**config.mk**
```make
export PLATFORM = sky130hd
export DESIGN_NAME = dlm_ram
export DESIGN_NICKNAME = d
export VERILOG_FILES = /design/src/design/dlm_ram.sv
export SDC_FILE = /design/constraint.sdc
export NUM_CORES = 2
export LEC_CHECK = 0
export ABC_AREA = 1
export CORE_MARGIN = 3
export CORE_UTILIZATION = 49
export DETAILED_ROUTE_END_ITERATION = 10
export DONT_BUFFER_PORTS = 1
export PLACE_DENSITY = 0.71
export SYNTH_ARGS = -nofsm -noshare
export SYNTH_HDL_FRONTEND = slang
export SYNTH_SLANG_ARGS = --single-unit
```
**constraint.sdc**
```tcl
create_clock -name clk -period 5.7 [get_ports clk]
set_input_delay 0.57 -clock clk [delete_from_list [all_inputs] [get_ports clk]]
set_output_delay 0.57 -clock clk [all_outputs]
set_load 0.1 [all_outputs]
```
**src/design/dlm_ram.sv**
```systemverilog
// Generic simple dual port RAM with one write port and a registered read port.
`default_nettype none
module dlm_ram #(
    parameter int WIDTH = 32,
    parameter int DEPTH = 64
) (
    input  wire logic                           clk,
    input  wire logic                           we,
    input  wire logic [$clog2(DEPTH)-1:0]       waddr,
    input  wire logic [WIDTH-1:0]               wdata,
    input  wire logic [$clog2(DEPTH)-1:0]       raddr,
    output logic      [WIDTH-1:0]               rdata
);
    logic [WIDTH-1:0] mem [DEPTH];

    always_ff @(posedge clk)
    begin
        if (we)
        begin
            mem[waddr] <= wdata;
        end
        rdata <= mem[raddr];
    end
endmodule
`default_nettype wire

```
==> key figures <==
Run status
  – Status: finished with violations
  – Failing checks: slew limit, setup timing

Critical path
  – Worst r2r src: mem[43][29]
  – Worst EP arrival: around 6.8 ns
  – R2R depth: 9
  – Endpoint class of the critical path: register
  – CP max stage cell: inv_8
  – Worst reg2reg path endpoint: rdata[29]
  – CP max FO: ~510
  – Reg2Reg Setup Slack: 3.58 ns
  – Cell Chain, Critical Path: inv_8 -> buf_12 -> buf_4 -> nand3_1 -> nand3_1 -> nand3_1 -> nand3_1 -> nand2_1 -> nand2_1 -> nand2_1
  – Crit path launch: raddr[1]
  – Worst Path Required: 6.37 ns
  – Crit path kind: input pin to register
  – Crit path capture: rdata[21]
  – Crit path largest cell delay: about 2.3 ns
  – Startpoint types: input pin
  – Crit-path most repeated cell: nand3_1

Timing
  – Slack of the critical path: -0.4218 ns
  – Hold Violations, Final: 0
  – Worst hold slack: roughly 0.061 ns
  – Final Cycle Share: 107.4%
  – RSZ-0062 raised after global routing: false
  – Highest Clock Rate: 163.4 MHz
  – Max-slew headroom: -170.6%
  – Setup violators final: 22
  – Clock Skews: approximately 0.026 ns
  – Setup TNS: -3.732 ns
  – Worst Tran Pin Value: 4.059 ns
  – Min Tclk post-route: ~6.1 ns
  – Max-slew violations: 359

Final layout
  – Multi-input gate area: approximately 0.019 mm²
  – Register area: between 0.06 and 0.07 mm²
  – Synth-to-Final Area Change: 11.24%
  – Fin area: 0.09204 mm²
  – Post-route core utilization: between 50% and 60%
  – Fillers: 13,324
  – Nets: between 6,000 and 7,000
  – Fraction of layout cells with a size suffix above 1: under 10%

Floorplan
  – IO Count: 78
  – Die ar.: between 0.15 and 0.2 mm²
  – Die W: roughly 420 µm
  – Cell row count: 150
  – Die Y: 416.9 µm
  – Initial Util: between 40% and 50%
  – Core ar.: 0.1674 mm²

CTS
  – Clk slew on worst S/H paths: 0.06 ns
  – Root Buffer: clkbuf_16
  – Post-CTS Setup Bufs: 0
  – Worst-Skew Late Latency: between 0.8 and 0.9 ns
  – Inserted Clock Buffers: 195
  – Post-CTS Hold Buffers: 36
  – Maximum clock path buffer count: 3
  – H-tree depth: 4
  – Cts repair resizes: 0
  – TritonCTS clock tree: yes
  – Clock sinks: approximately 2,100

Yosys
  – Async SR Flop Fraction: 0%
  – Syn_area_per_cell: 12.22 µm²
  – Synth area leaders: edfxtp_1 (74%), nand3_1 (12%), nand2_1 (10%)
  – Top FF cell, synth: edfxtp_1
  – Seq/Total Area, Yosys: between 70% and 80%
  – Most numerous cell in the Yosys netlist: nand2_1
  – Synth warnings: 0
  – Post-synth top cells: nand2_1 (2,248), edfxtp_1 (2,048), nand3_1 (1,907)
  – Synth area leader: edfxtp_1
  – Post-synthesis net count: between 6,000 and 7,000
  – Number of synthesized flops with an enable pin: around 2,000
  – Yosys top cell area share: approximately 74%
  – Synth Instances: ~6,800
  – Synthesized area: between 0.08 and 0.09 mm²
  – Synth unique cells: 16
  – Synth Register Bits: ~2,100

GRT
  – Vias in the first global route: 50,821
  – All-Layer GR Usage: approximately a quarter
  – Grt total ovfl: 0
  – Largest net degree at the start of global routing: 1,026
  – Initial antenna violation count: 7
  – First-pass GRT wire length: around 340,000 µm

Placement
  – Post-Place Cell Area: between 0.08 and 0.09 mm²
  – Global placement routability congestion: between 0.8 and 0.9
  – Number of port buffers: 0
  – Post-DP HPWL: approximately 110,000 µm

Flow run
  – Max-cap violation count: 0

Drt
  – ANT nets after route: 0
  – # DRC: 0
  – Routed wire length: around 230,000 µm
  – Via count: 54,043
  – WL/cell: between 20 and 30 µm
  – Vias per Instance: about 6.0
  – DRT Pass-1 Iters: 6
  – DRT iter0 DRCs: 7,742

Hold path
  – Worst min path class: input pin to register

Power
  – LEAKAGE: between 0.03 and 0.04 µW
  – Worst VDD drop: ~0.33 mV
  – P per Cell Area: roughly 340 mW/mm²
  – Tot Pwr: 31,710 µW
cell families (layout without fill, tap and decap cells):
| logic type | after synthesis | in the layout | synth area share (%) |
|---|---|---|---|
| other cells | 0 | 3 | 0 |
| flops | 2080 | 2080 | 75.10 |
| simple gates | 4228 | 4228 | 22.12 |
| buf+inv | 461 | 533 | 2.779 |
power breakdown:
part	internal [µW]	total (µW)	leakage (µW)	switching, µW
Combinational	490	1830	0.0103	1340
Sequential	16900	17200	0.0187	241
Clock	7140	12700	0.00307	5570
Total	24600	31700	0.0321	7150
state kept, by name (all words and copies together) (netlist names):
name   count
mem     2048
rdata     32
worst min path at each step:
stage | slack [ns] | cells after the start | end | from
after floorplan | 0.67 | 0 | mem[0][0] | wdata[0]
after global placement | 0.68 | 0 | mem[30][25] | wdata[25]
after detailed placement | 0.68 | 0 | mem[30][25] | wdata[25]
after CTS | 0.003 | 3 | rdata[20] | raddr[4]
after global routing | 0.02 | 3 | rdata[13] | raddr[4]
final | 0.06 | 4 | rdata[14] | raddr[4]
area by class of cell:
| type | instances | share of cell area (%) |
|---|---|---|
| Multi-Input combinational cell | 4228 | 20.39 |
| Timing Repair Buffer | 151 | 2.240 |
| Sequential cell | 2080 | 67.51 |
| Inverter | 12 | 0.08836 |
| Tap cell | 2204 | 2.996 |
| Antenna cell | 3 | 0.008156 |
| Clock buffer | 271 | 5.890 |
| Clock inverter | 99 | 0.8700 |
critical path: cells and delay by family:
family,cells,cell delay [ns]
simple gates,7,1.11
buf+inv,3,3.05
layer usage:
metal  wire, µm  GRT usage [%]  vias up
met5          0              0        -
met1      85870          35.37    26268
met3      24980          4.802      532
li1           -              -    23950
met2     107300          40.67     3293
met4      13280          13.72        0
stage by stage:
step	std cells	setup WS [ns]
floorplan	6769	1.000
global placement	8635	2.182
detailed placement	8635	2.019
CTS	9041	2.920
global route	9046	0.6591
finish	9048	-0.4218
placed cells by master (no fill, tap or decap):
| cell type | count |
|---|---|
| diode_2 | 3 |
| nand3_1 | 1907 |
| clkinv_1 | 35 |
| nor4_2 | 8 |
| dfxtp_1 | 30 |
| inv_16 | 2 |
| clkbuf_8 | 15 |
| nor2_4 | 56 |
| buf_12 | 16 |
| clkinv_8 | 3 |
| buf_16 | 36 |
| bufinv_16 | 11 |
| dlygate4sd3_1 | 3 |
| inv_1 | 6 |
| nand2_1 | 2248 |
| clkinvlp_4 | 1 |
| dfxtp_2 | 2 |
| clkbuf_1 | 56 |
| inv_8 | 2 |
| buf_4 | 96 |
| inv_6 | 7 |
| nand4_1 | 9 |
| clkinv_2 | 42 |
| clkbuf_16 | 200 |
| inv_2 | 2 |
| edfxtp_1 | 2048 |
Power figures use the tool's default switching activity.
